`src/rtl/core/apm_pkg.sv`:
```
// ----------------------------------------------------------------------------
// apm_pkg
// Shared types, codes and constants for the acknowledge packet matcher.
// ----------------------------------------------------------------------------
package apm_pkg;

    localparam int PKT_LEN  = 10;
    localparam int MATCH_W  = 4;
    localparam int TICK_W   = 16;
    localparam int CFG_IDX_W = 2;
    localparam int CFG_DATA_W = 16;

    // input function codes
    localparam logic [1:0] FUNC_START = 2'd0;
    localparam logic [1:0] FUNC_BYTE  = 2'd1;
    localparam logic [1:0] FUNC_TICK  = 2'd2;

    // configuration register indexes
    localparam logic [CFG_IDX_W-1:0] CFG_ACK_CLASS  = 2'd0;
    localparam logic [CFG_IDX_W-1:0] CFG_ACK_MSG_ID = 2'd1;
    localparam logic [CFG_IDX_W-1:0] CFG_TIMEOUT_MS = 2'd2;

    localparam logic [7:0]        RST_ACK_CLASS  = 8'd6;
    localparam logic [7:0]        RST_ACK_MSG_ID = 8'd36;
    localparam logic [TICK_W-1:0] RST_TIMEOUT_MS = 16'd3000;

    localparam logic [7:0] PKT_SYNC1 = 8'hB5;
    localparam logic [7:0] PKT_SYNC2 = 8'h62;
    localparam logic [7:0] PKT_CLASS = 8'h05;
    localparam logic [7:0] PKT_ID    = 8'h01;
    localparam logic [7:0] PKT_LEN_L = 8'h02;
    localparam logic [7:0] PKT_LEN_H = 8'h00;

    // checksum contribution of the fixed bytes 2..5
    localparam logic [7:0] CK_A_BASE = 8'(5 + 1 + 2 + 0);
    localparam logic [7:0] CK_B_BASE = 8'(5 + 6 + 8 + 8 + 8 + 8);

    typedef enum logic [1:0] {
        PH_IDLE = 2'd0,
        PH_WAIT = 2'd1,
        PH_OK   = 2'd2,
        PH_FAIL = 2'd3
    } t_phase;

    typedef struct packed {
        logic [1:0] func;
        logic [7:0] rx_byte;
    } t_in_item;

    typedef struct packed {
        logic [1:0]         status;
        logic [MATCH_W-1:0] matched_count;
    } t_out_item;

    typedef struct packed {
        logic [7:0]        ack_class;
        logic [7:0]        ack_msg_id;
        logic [TICK_W-1:0] timeout_ms;
        logic [7:0]        ck_a;
        logic [7:0]        ck_b;
    } t_cfg;

    function automatic logic [7:0] expected_byte(logic [MATCH_W-1:0] pos, t_cfg cfg);
        logic [7:0] b;
        case (pos)
            4'd0:    b = PKT_SYNC1;
            4'd1:    b = PKT_SYNC2;
            4'd2:    b = PKT_CLASS;
            4'd3:    b = PKT_ID;
            4'd4:    b = PKT_LEN_L;
            4'd5:    b = PKT_LEN_H;
            4'd6:    b = cfg.ack_class;
            4'd7:    b = cfg.ack_msg_id;
            4'd8:    b = cfg.ck_a;
            4'd9:    b = cfg.ck_b;
            default: b = 8'h00;
        endcase
        return b;
    endfunction

endpackage

```
`src/rtl/core/apm_cfg_regs.sv`:
```
// ----------------------------------------------------------------------------
// apm_cfg_regs
// Configuration registers and the derived Fletcher checksum bytes.
// ----------------------------------------------------------------------------
module apm_cfg_regs (
    input  logic                              i_clk,
    input  logic                              i_rst_n,
    input  logic                              i_cfg_valid,
    input  logic [apm_pkg::CFG_IDX_W-1:0]     i_cfg_index,
    input  logic [apm_pkg::CFG_DATA_W-1:0]    i_cfg_data,
    output apm_pkg::t_cfg                     o_cfg
);

    logic [7:0]                  r_ack_class;
    logic [7:0]                  r_ack_msg_id;
    logic [apm_pkg::TICK_W-1:0]  r_timeout_ms;

    always_ff @(posedge i_clk) begin
        if (!i_rst_n) begin
            r_ack_class  <= apm_pkg::RST_ACK_CLASS;
            r_ack_msg_id <= apm_pkg::RST_ACK_MSG_ID;
            r_timeout_ms <= apm_pkg::RST_TIMEOUT_MS;
        end else if (i_cfg_valid) begin
            unique case (i_cfg_index)
                apm_pkg::CFG_ACK_CLASS:  r_ack_class  <= i_cfg_data[7:0];
                apm_pkg::CFG_ACK_MSG_ID: r_ack_msg_id <= i_cfg_data[7:0];
                apm_pkg::CFG_TIMEOUT_MS: r_timeout_ms <= i_cfg_data;
                default: ;
            endcase
        end
    end

    always_comb begin
        o_cfg.ack_class  = r_ack_class;
        o_cfg.ack_msg_id = r_ack_msg_id;
        o_cfg.timeout_ms = r_timeout_ms;
        o_cfg.ck_a       = apm_pkg::CK_A_BASE + r_ack_class + r_ack_msg_id;
        o_cfg.ck_b       = apm_pkg::CK_B_BASE + {r_ack_class[6:0], 1'b0} + r_ack_msg_id;
    end

endmodule

```
`src/rtl/core/apm_step.sv`:
```
// ----------------------------------------------------------------------------
// apm_step
// Wait state, match index and elapsed tick counter; one item per fire.
// ----------------------------------------------------------------------------
module apm_step (
    input  logic                i_clk,
    input  logic                i_rst_n,
    input  logic                i_fire,
    input  apm_pkg::t_in_item   i_item,
    input  apm_pkg::t_cfg       i_cfg,
    output apm_pkg::t_out_item  o_result
);

    apm_pkg::t_phase               r_phase, n_phase;
    logic [apm_pkg::MATCH_W-1:0]   r_match_index, n_match_index;
    logic [apm_pkg::TICK_W-1:0]    r_elapsed, n_elapsed;

    logic                          byte_hit;
    logic [apm_pkg::MATCH_W-1:0]   index_inc;
    logic [apm_pkg::TICK_W-1:0]    elapsed_inc;
    logic                          waiting;

    assign waiting     = (r_phase == apm_pkg::PH_WAIT);
    assign byte_hit    = (r_match_index < apm_pkg::MATCH_W'(apm_pkg::PKT_LEN)) &&
                         (i_item.rx_byte == apm_pkg::expected_byte(r_match_index, i_cfg));
    assign index_inc   = r_match_index + 1'b1;
    assign elapsed_inc = (r_elapsed == '1) ? r_elapsed : r_elapsed + 1'b1;

    // next state
    always_comb begin
        n_phase = r_phase;
        case (i_item.func)
            apm_pkg::FUNC_START: n_phase = apm_pkg::PH_WAIT;
            apm_pkg::FUNC_BYTE: begin
                if (waiting && byte_hit &&
                    index_inc >= apm_pkg::MATCH_W'(apm_pkg::PKT_LEN)) begin
                    n_phase = apm_pkg::PH_OK;
                end
            end
            apm_pkg::FUNC_TICK: begin
                if (waiting && elapsed_inc > i_cfg.timeout_ms) begin
                    n_phase = apm_pkg::PH_FAIL;
                end
            end
            default: ;
        endcase
    end

    // counters
    always_comb begin
        n_match_index = r_match_index;
        n_elapsed     = r_elapsed;
        case (i_item.func)
            apm_pkg::FUNC_START: begin
                n_match_index = '0;
                n_elapsed     = '0;
            end
            apm_pkg::FUNC_BYTE: begin
                if (waiting) begin
                    n_match_index = byte_hit ? index_inc : '0;
                end
            end
            apm_pkg::FUNC_TICK: begin
                if (waiting) begin
                    n_elapsed = elapsed_inc;
                end
            end
            default: ;
        endcase
    end

    always_ff @(posedge i_clk) begin
        if (!i_rst_n) begin
            r_phase       <= apm_pkg::PH_IDLE;
            r_match_index <= '0;
            r_elapsed     <= '0;
        end else if (i_fire) begin
            r_phase       <= n_phase;
            r_match_index <= n_match_index;
            r_elapsed     <= n_elapsed;
        end
    end

    assign o_result.status        = n_phase;
    assign o_result.matched_count = n_match_index;

endmodule

```
`src/rtl/core/ack_packet_matcher_core.sv`:
```
// ----------------------------------------------------------------------------
// ack_packet_matcher_core
// Acknowledge packet matcher: input register, state update, result
// register. The result beat is registered in the result register when its
// item leaves the input register. Throughput: one item per cycle, limited
// only by output stall. Reset: synchronous active low; phase idle, counters
// zero, registers at their defaults (class 6, id 36, timeout 3000).
// ----------------------------------------------------------------------------
module ack_packet_matcher_core (
    input  logic                              i_clk,
    input  logic                              i_rst_n,
    input  logic                              i_in_valid,
    input  apm_pkg::t_in_item                 i_in_data,
    output logic                              o_in_stall,
    output logic                              o_out_valid,
    output apm_pkg::t_out_item                o_out_data,
    input  logic                              i_out_stall,
    input  logic                              i_cfg_valid,
    output logic                              o_cfg_ready,
    input  logic [apm_pkg::CFG_IDX_W-1:0]     i_cfg_index,
    input  logic [apm_pkg::CFG_DATA_W-1:0]    i_cfg_data
);

    logic                r_in_valid;
    apm_pkg::t_in_item   r_in_item;
    logic                r_out_valid;
    apm_pkg::t_out_item  r_out_item;

    apm_pkg::t_cfg       cfg;
    apm_pkg::t_out_item  result;
    logic                advance;
    logic                fire;
    logic                in_take;

    assign o_cfg_ready = 1'b1;

    assign advance    = !r_out_valid || !i_out_stall;
    assign fire       = r_in_valid && advance;
    assign o_in_stall = r_in_valid && !advance;
    assign in_take    = i_in_valid && !o_in_stall;

    apm_cfg_regs u_cfg (
        .i_clk       (i_clk),
        .i_rst_n     (i_rst_n),
        .i_cfg_valid (i_cfg_valid && o_cfg_ready),
        .i_cfg_index (i_cfg_index),
        .i_cfg_data  (i_cfg_data),
        .o_cfg       (cfg)
    );

    apm_step u_step (
        .i_clk    (i_clk),
        .i_rst_n  (i_rst_n),
        .i_fire   (fire),
        .i_item   (r_in_item),
        .i_cfg    (cfg),
        .o_result (result)
    );

    always_ff @(posedge i_clk) begin
        if (!i_rst_n) begin
            r_in_valid  <= 1'b0;
            r_out_valid <= 1'b0;
        end else begin
            if (in_take) begin
                r_in_valid <= 1'b1;
            end else if (fire) begin
                r_in_valid <= 1'b0;
            end
            if (fire) begin
                r_out_valid <= 1'b1;
            end else if (!i_out_stall) begin
                r_out_valid <= 1'b0;
            end
        end
    end

    always_ff @(posedge i_clk) begin
        if (in_take) begin
            r_in_item <= i_in_data;
        end
        if (fire) begin
            r_out_item <= result;
        end
    end

    assign o_out_valid = r_out_valid;
    assign o_out_data  = r_out_item;

endmodule
```
`config.mk`:
```
export PLATFORM = sky130hd
export DESIGN_NAME = ack_packet_matcher_core
export DESIGN_NICKNAME = d
export VERILOG_FILES = /design/src/rtl/core/apm_pkg.sv /design/src/rtl/core/apm_cfg_regs.sv /design/src/rtl/core/apm_step.sv /design/src/rtl/core/ack_packet_matcher_core.sv
export SDC_FILE = /design/constraint.sdc
export NUM_CORES = 1
export LEC_CHECK = 0
export BUFFER_PORTS_ARGS = -buffer_cell sky130_fd_sc_hd__buf_4
export CORE_ASPECT_RATIO = 2
export CORE_MARGIN = 5
export CORE_UTILIZATION = 46
export DETAILED_ROUTE_END_ITERATION = 10
export PLACE_DENSITY = 0.7
export SLEW_MARGIN = 25
export SYNTH_ARGS = -nofsm -noshare
export SYNTH_HDL_FRONTEND = slang
export SYNTH_HIERARCHICAL = 1
export SYNTH_SLANG_ARGS = --single-unit
export TNS_END_PERCENT = 10
```
`constraint.sdc`:
```
create_clock -name i_clk -period 7.7 [get_ports i_clk]
set_input_delay 1.925 -clock i_clk [delete_from_list [all_inputs] [get_ports i_clk]]
set_output_delay 1.925 -clock i_clk [all_outputs]
set_load 0.005 [all_outputs]
```
==> flow_metrics.tcl, run 1 <==
set metrics [dict create \
    wire_per_inst_um 16.4 \
    grt_usage 0.190 \
    io_buffers 40 \
    r2r_cells 13 \
    p_sw_w 0.000219 \
    dr.first_iter.drc_count 245 \
    hold_violations 0 \
    syn_nets 657 \
    nNetsFinal 687 \
    cts_max_path_buffers 2 \
    synth_seq_cells 72 \
    ctsHoldBuffers 0 \
    status "finished clean" \
    clock_sinks 72 \
    die_y_um 156 \
    ant_nets 0 \
    skew_ns 0.00416 \
    area_growth_pct 13.4 \
    dp_hpwl_um 9600 \
    tritoncts "built" \
    diodes 0 \
    worst_slew_pin_slew_ns 0.925 \
    whs_endpoint "u_cfg/r_timeout_ms[14]" \
    rows 53 \
    worstSetupPathType "in -> out" \
    cp-start-kind "input port" \
    fin_crit_ns 4.27 \
    syn_area_um2 4880 \
    synth_area_leader_cell "dfxtp_1" \
    post_cts_resized 0 \
    ys.flop_type "dfxtp_1" \
    synth_top_area_frac 0.230 \
    num-fill-cells 1000 \
    regToRegEndpoint "o_out_data[5]" \
    clkTransAtPathRegs_ns 0.05 \
    crit_arrival_ns 2.35 \
    grt_pass1_wl_um 19600 \
    hold_start "u_cfg/r_timeout_ms[14]" \
    synth_common_cells "nand2_1, dfxtp_1, ha_1" \
    setup_viol 0 \
    ys_seq_area_frac 0.328 \
    hold_path_depth 2 \
    async_flop_share 0 \
    drive_above_1_share 0.120 \
    synth_cell_types 65 \
    rr_startpoint "u_step/r_elapsed[0]" \
    cts_inserted_buffers 9 \
    vias 4152 \
    synth_most_common_cell "nand2_1" \
    slew_headroom 0.382 \
    die_area_um2 12900 \
    htree_num_levels 3 \
    timing.final.crit_share 0.555 \
    synth_area_leaders "dfxtp_1, ha_1, edfxtp_1, nand2_1, xnor2_1" \
    overflow 0 \
    synth-warning-count 6 \
    synth_edf_count 16 \
    end_kind "primary output" \
    netlist_instances 575 \
    setup_tns_ns 0 \
    clkLatencyLatePin_ns 0.33 \
    initial_core_util 0.465 \
    power.internal_w 0.000726 \
    die_width_um 82.8 \
    hp-class "reg -> reg" \
    wl_um 12200 \
    worst_ep_required_time_ns 5.78 \
    r2r_setup_slack_ns 3.80 \
    antenna_found_initial 0 \
    power.share.combinational 0.111 \
    post_cts_buffers 0 \
    cts-root-buf "clkbuf_16" \
    vias_per_cell 5.56 \
    io_pins 42 \
    clock_power_share 0.459 \
    dr.pass1.iters 5 \
    grt_pass1_vias 4119 \
    gp_congestion 0.904 \
    maxCapViolations 0 \
    power_frac_seq 0.430 \
    leakage_nw 2.36 \
    switching_share 0.232 \
    grt_max_degree 48 \
    core_area_um2 10500 \
    vdd_drop_max_v 0.000102 \
    rsz0062_at_grt "false" \
    crit_fanout 3 \
    drv_slew 0 \
    total_power_w 0.000945 \
    p_per_area_nw_per_um2 171 \
    drt_drc_violations_left 0 \
    syn_area_per_cell_um2 8.48 \
    max_freq_ghz 0.234 \
]
[registers in the layout (all words and copies together), names as in the netlist]
signal,cells
o_out_data,6
u_cfg/r_ack_msg_id,8
u_step/r_elapsed,16
r_in_item,10
u_step/r_phase,2
o_out_valid,1
u_cfg/r_ack_class,8
u_cfg/r_timeout_ms,16
u_step/r_match_index,4
r_in_valid,1
[stage by stage]
stage	instances	hold slack (ns)	area, µm²	setup slack [ns]	utilization
6_report	747	0.461	5530	3.43	0.528
5_1_grt	747	0.481	5530	3.42	0.528
4_1_cts	747	0.463	5530	3.43	0.528
3_3_place_gp	731	0.445	5210	3.43	0.498
2_1_floorplan	575	0.435	4880	3.67	-
3_5_place_dp	731	0.454	5210	3.43	0.498
[layout by cell type (no fill, tap or decap), types with 22 or more instances in the layout]
cell type,instances
a21oi_1,33
nand3_1,23
o21ai_0,27
nand2_1,75
ha_1,47
nor2b_1,22
buf_4,42
nor2_1,36
dfxtp_1,56
inv_1,46
[per-layer routing]
metal | track usage | vias up | wire length (µm) | share of wire
met3 | 0.0275 | 53 | 300 | 0.025
met4 | 0.175 | 0 | 1040 | 0.085
met1 | 0.178 | 1908 | 4350 | 0.36
li1 | - | 2087 | - | -
met2 | 0.347 | 104 | 6550 | 0.53
met5 | 0 | - | 0 | 0
[worst max-delay path, cell delays in order]
cell,delay [ns]
buf_4,0.12
and3_4,0.18
buf_4,0.13
[how the worst max path moves through the flow]
stage	startpoint	endpoint	slack, ns	depth (start not counted)
2_1_floorplan	i_out_stall	o_in_stall	3.67	1
3_3_place_gp	i_out_stall	o_in_stall	3.43	3
3_5_place_dp	i_out_stall	o_in_stall	3.43	3
4_1_cts	i_out_stall	o_in_stall	3.43	3
5_1_grt	i_out_stall	o_in_stall	3.42	3
6_report	i_out_stall	o_in_stall	3.43	3
[kinds of logic after synthesis]
kind of cell    after synthesis  share of synthesized area
simple gates                205                      0.209
buf+inv                      70                     0.0670
compound gates              137                      0.188
xor+xnor                     28                     0.0503
flops                        72                      0.328
other cells                   1                   0.000769
mux                          13                     0.0272
fa+ha+maj                    49                      0.129
[power groups by stage]
| stage | Clock (W) | Sequential (W) | Combinational [W] |
|---|---|---|---|
| finish | 0.000434 | 0.000407 | 0.000105 |
| floorplan | 0 | 0.000412 | 0.0000694 |
| global placement | 0 | 0.000414 | 0.000101 |
| global route | 0.000459 | 0.000408 | 0.000117 |
| detailed placement | 0 | 0.000415 | 0.000104 |
| CTS | 0.000443 | 0.000407 | 0.000105 |
[layout make-up]
cell class | instances | area [µm²] | share of cell area
multi-input cells | 433 | 2950 | 0.533
clock buffers | 12 | 269 | 0.0486
inverters | 47 | 176 | 0.0319
flip-flops and latches | 72 | 1600 | 0.289
repair buffers | 42 | 315 | 0.0570
well taps | 137 | 171 | 0.0310
clock inverters | 4 | 50.0 | 0.00905
Note: power is estimated with default switching activity, not from simulation.
==> inputs of run 2 (changes only) <==
Settings changed: PLACE_DENSITY 0.7 to 0.73.
Clock period 7.7 ns to 3.75 ns, I/O delays scaled along.
==> run 2 against run 1 <==
  * Sequential power increased by 110%
  * Global-route usage increased by 1.1 points
  * Core utilization increased by 0.38 points
  * Clock power increased by 110%
  * Critical endpoint is now o_out_data[4]
  * Largest power group unchanged
==> flow_metrics.tcl, run 2 (synthesized netlist as in run 1, its figures left out) <==
set metrics [dict create \
    setup_viol 0 \
    skew_ns 0.00725 \
    leakage_nw 2.38 \
    ant_nets 0 \
    clock_sinks 72 \
    grt_max_degree 47 \
    cp-start-kind "flip-flop" \
    ctsHoldBuffers 0 \
    die_area_um2 12900 \
    overflow 0 \
    crit_arrival_ns 3.51 \
    antenna_found_initial 0 \
    vias 4281 \
    setup_ws_ns 0.324 \
    final_cell_mix "nand2_1, dfxtp_1, buf_4, ha_1, inv_1" \
    diodes 0 \
    wl_um 12700 \
    initial_core_util 0.465 \
    multi_input_area_um2 2950 \
    end_kind "flip-flop" \
    max_freq_ghz 0.292 \
    total_power_w 0.00197 \
    maxCapViolations 0 \
    timing.final.crit_share 0.914 \
    vdd_drop_max_v 0.000228 \
    p_per_area_nw_per_um2 353 \
    post_cts_buffers 0 \
    fin_crit_ns 3.43 \
    nNetsFinal 692 \
    seq_area_um2 1600 \
    die_width_um 82.8 \
    dp_hpwl_um 9940 \
    pre_cts_ws_ns 0.366 \
    cts-root-buf "clkbuf_16" \
    dr.first_iter.drc_count 312 \
    cts_inserted_buffers 9 \
    clkTransAtPathRegs_ns 0.06 \
    hp-class "reg -> reg" \
    tritoncts "built" \
    grt_usage 0.201 \
    largestRegisters "u_cfg/r_timeout_ms x16, u_step/r_elapsed x16, r_in_item x10" \
    hold_violations 0 \
    drt_drc_violations_left 0 \
    worst_slew_pin_slew_ns 0.947 \
    io_pins 42 \
    cts_max_path_buffers 2 \
    crit_fanout 4 \
    htree_num_levels 3 \
    rows 53 \
    worst_ep_required_time_ns 3.84 \
    wire_per_inst_um 16.9 \
    drv_slew 0 \
    rsz0062_at_grt "false" \
    vias_per_cell 5.69 \
    dr.pass1.iters 5 \
    drive_above_1_share 0.125 \
    clkLatencyLatePin_ns 0.33 \
    grt_pass1_vias 4411 \
    status "finished clean" \
    area_growth_pct 14.3 \
    core_area_um2 10500 \
    gp_congestion 0.952 \
    worstSetupPathType "reg -> reg" \
    final_common_cell "nand2_1" \
    post_cts_resized 0 \
    die_y_um 156 \
    num-fill-cells 998 \
    slew_headroom 0.368 \
    setup_tns_ns 0 \
    grt_pass1_wl_um 20600 \
    io_buffers 40 \
]
run 2: cell types whose count changed in the layout (fill, tap and decap cells not counted), sizes merged:
| cell | previous run | this run |
|---|---|---|
| buf | 42 | 47 |
| inv | 46 | 47 |
| bufinv | 1 | 2 |
| clkbuf | 12 | 10 |
run 2: where the power goes:
| part | internal [W] | switching, W | leakage, nW | total, W |
|---|---|---|---|---|
| logic | 0.000101 | 0.000117 | 1.62 | 0.000218 |
| registers | 0.000817 | 0.0000175 | 0.610 | 0.000835 |
| clock network | 0.000586 | 0.000330 | 0.149 | 0.000916 |
run 2: worst max-delay path, stage by stage (launching register included):
cell,delay [ns]
dfxtp_1,0.39
inv_1,0.07
ha_1,0.28
inv_1,0.04
ha_1,0.20
fa_1,0.43
a211oi_1,0.23
o21bai_1,0.10
a21oi_1,0.17
xnor2_1,0.09
a32oi_1,0.20
nor2_1,0.06
nor2_1,0.17
xnor2_1,0.07
nor2_1,0.28
nand3_1,0.19
a21o_1,0.21
run 2: worst paths after layout:
check                                               to  cells after the start              startpoint  slack (ns)
worst min-delay path            u_cfg/r_timeout_ms[14]                      2  u_cfg/r_timeout_ms[14]        0.46
worst max-delay path                     o_out_data[4]                     16   u_cfg/r_ack_msg_id[1]        0.32
worst min register to register  u_cfg/r_timeout_ms[14]                      2  u_cfg/r_timeout_ms[14]        0.46
worst max register to register           o_out_data[4]                     16   u_cfg/r_ack_msg_id[1]        0.32
run 2: layout make-up:
type | count | share of cell area
clock buffers | 10 | 0.0411
clock inverters | 6 | 0.0166
inverters | 47 | 0.0317
multi-input cells | 433 | 0.529
flip-flops and latches | 72 | 0.287
well taps | 137 | 0.0308
repair buffers | 47 | 0.0633
run 2: per-stage QoR:
| stage | hold WS, ns | cells | utilization | instance area, µm² |
|---|---|---|---|---|
| after floorplan | 0.435 | 575 | - | 4880 |
| after global placement | 0.448 | 736 | 0.501 | 5250 |
| after detailed placement | 0.450 | 736 | 0.501 | 5250 |
| after CTS | 0.459 | 752 | 0.532 | 5570 |
| after global routing | 0.494 | 752 | 0.532 | 5570 |
| final | 0.455 | 752 | 0.532 | 5570 |
run 2: routing by layer:
metal | up-vias | routed length, µm | GRT usage
met3 | 56 | 388 | 0.0359
li1 | 2094 | - | -
met4 | 0 | 1000 | 0.171
met1 | 2014 | 4270 | 0.177
met5 | - | 0 | 0
met2 | 117 | 7080 | 0.382
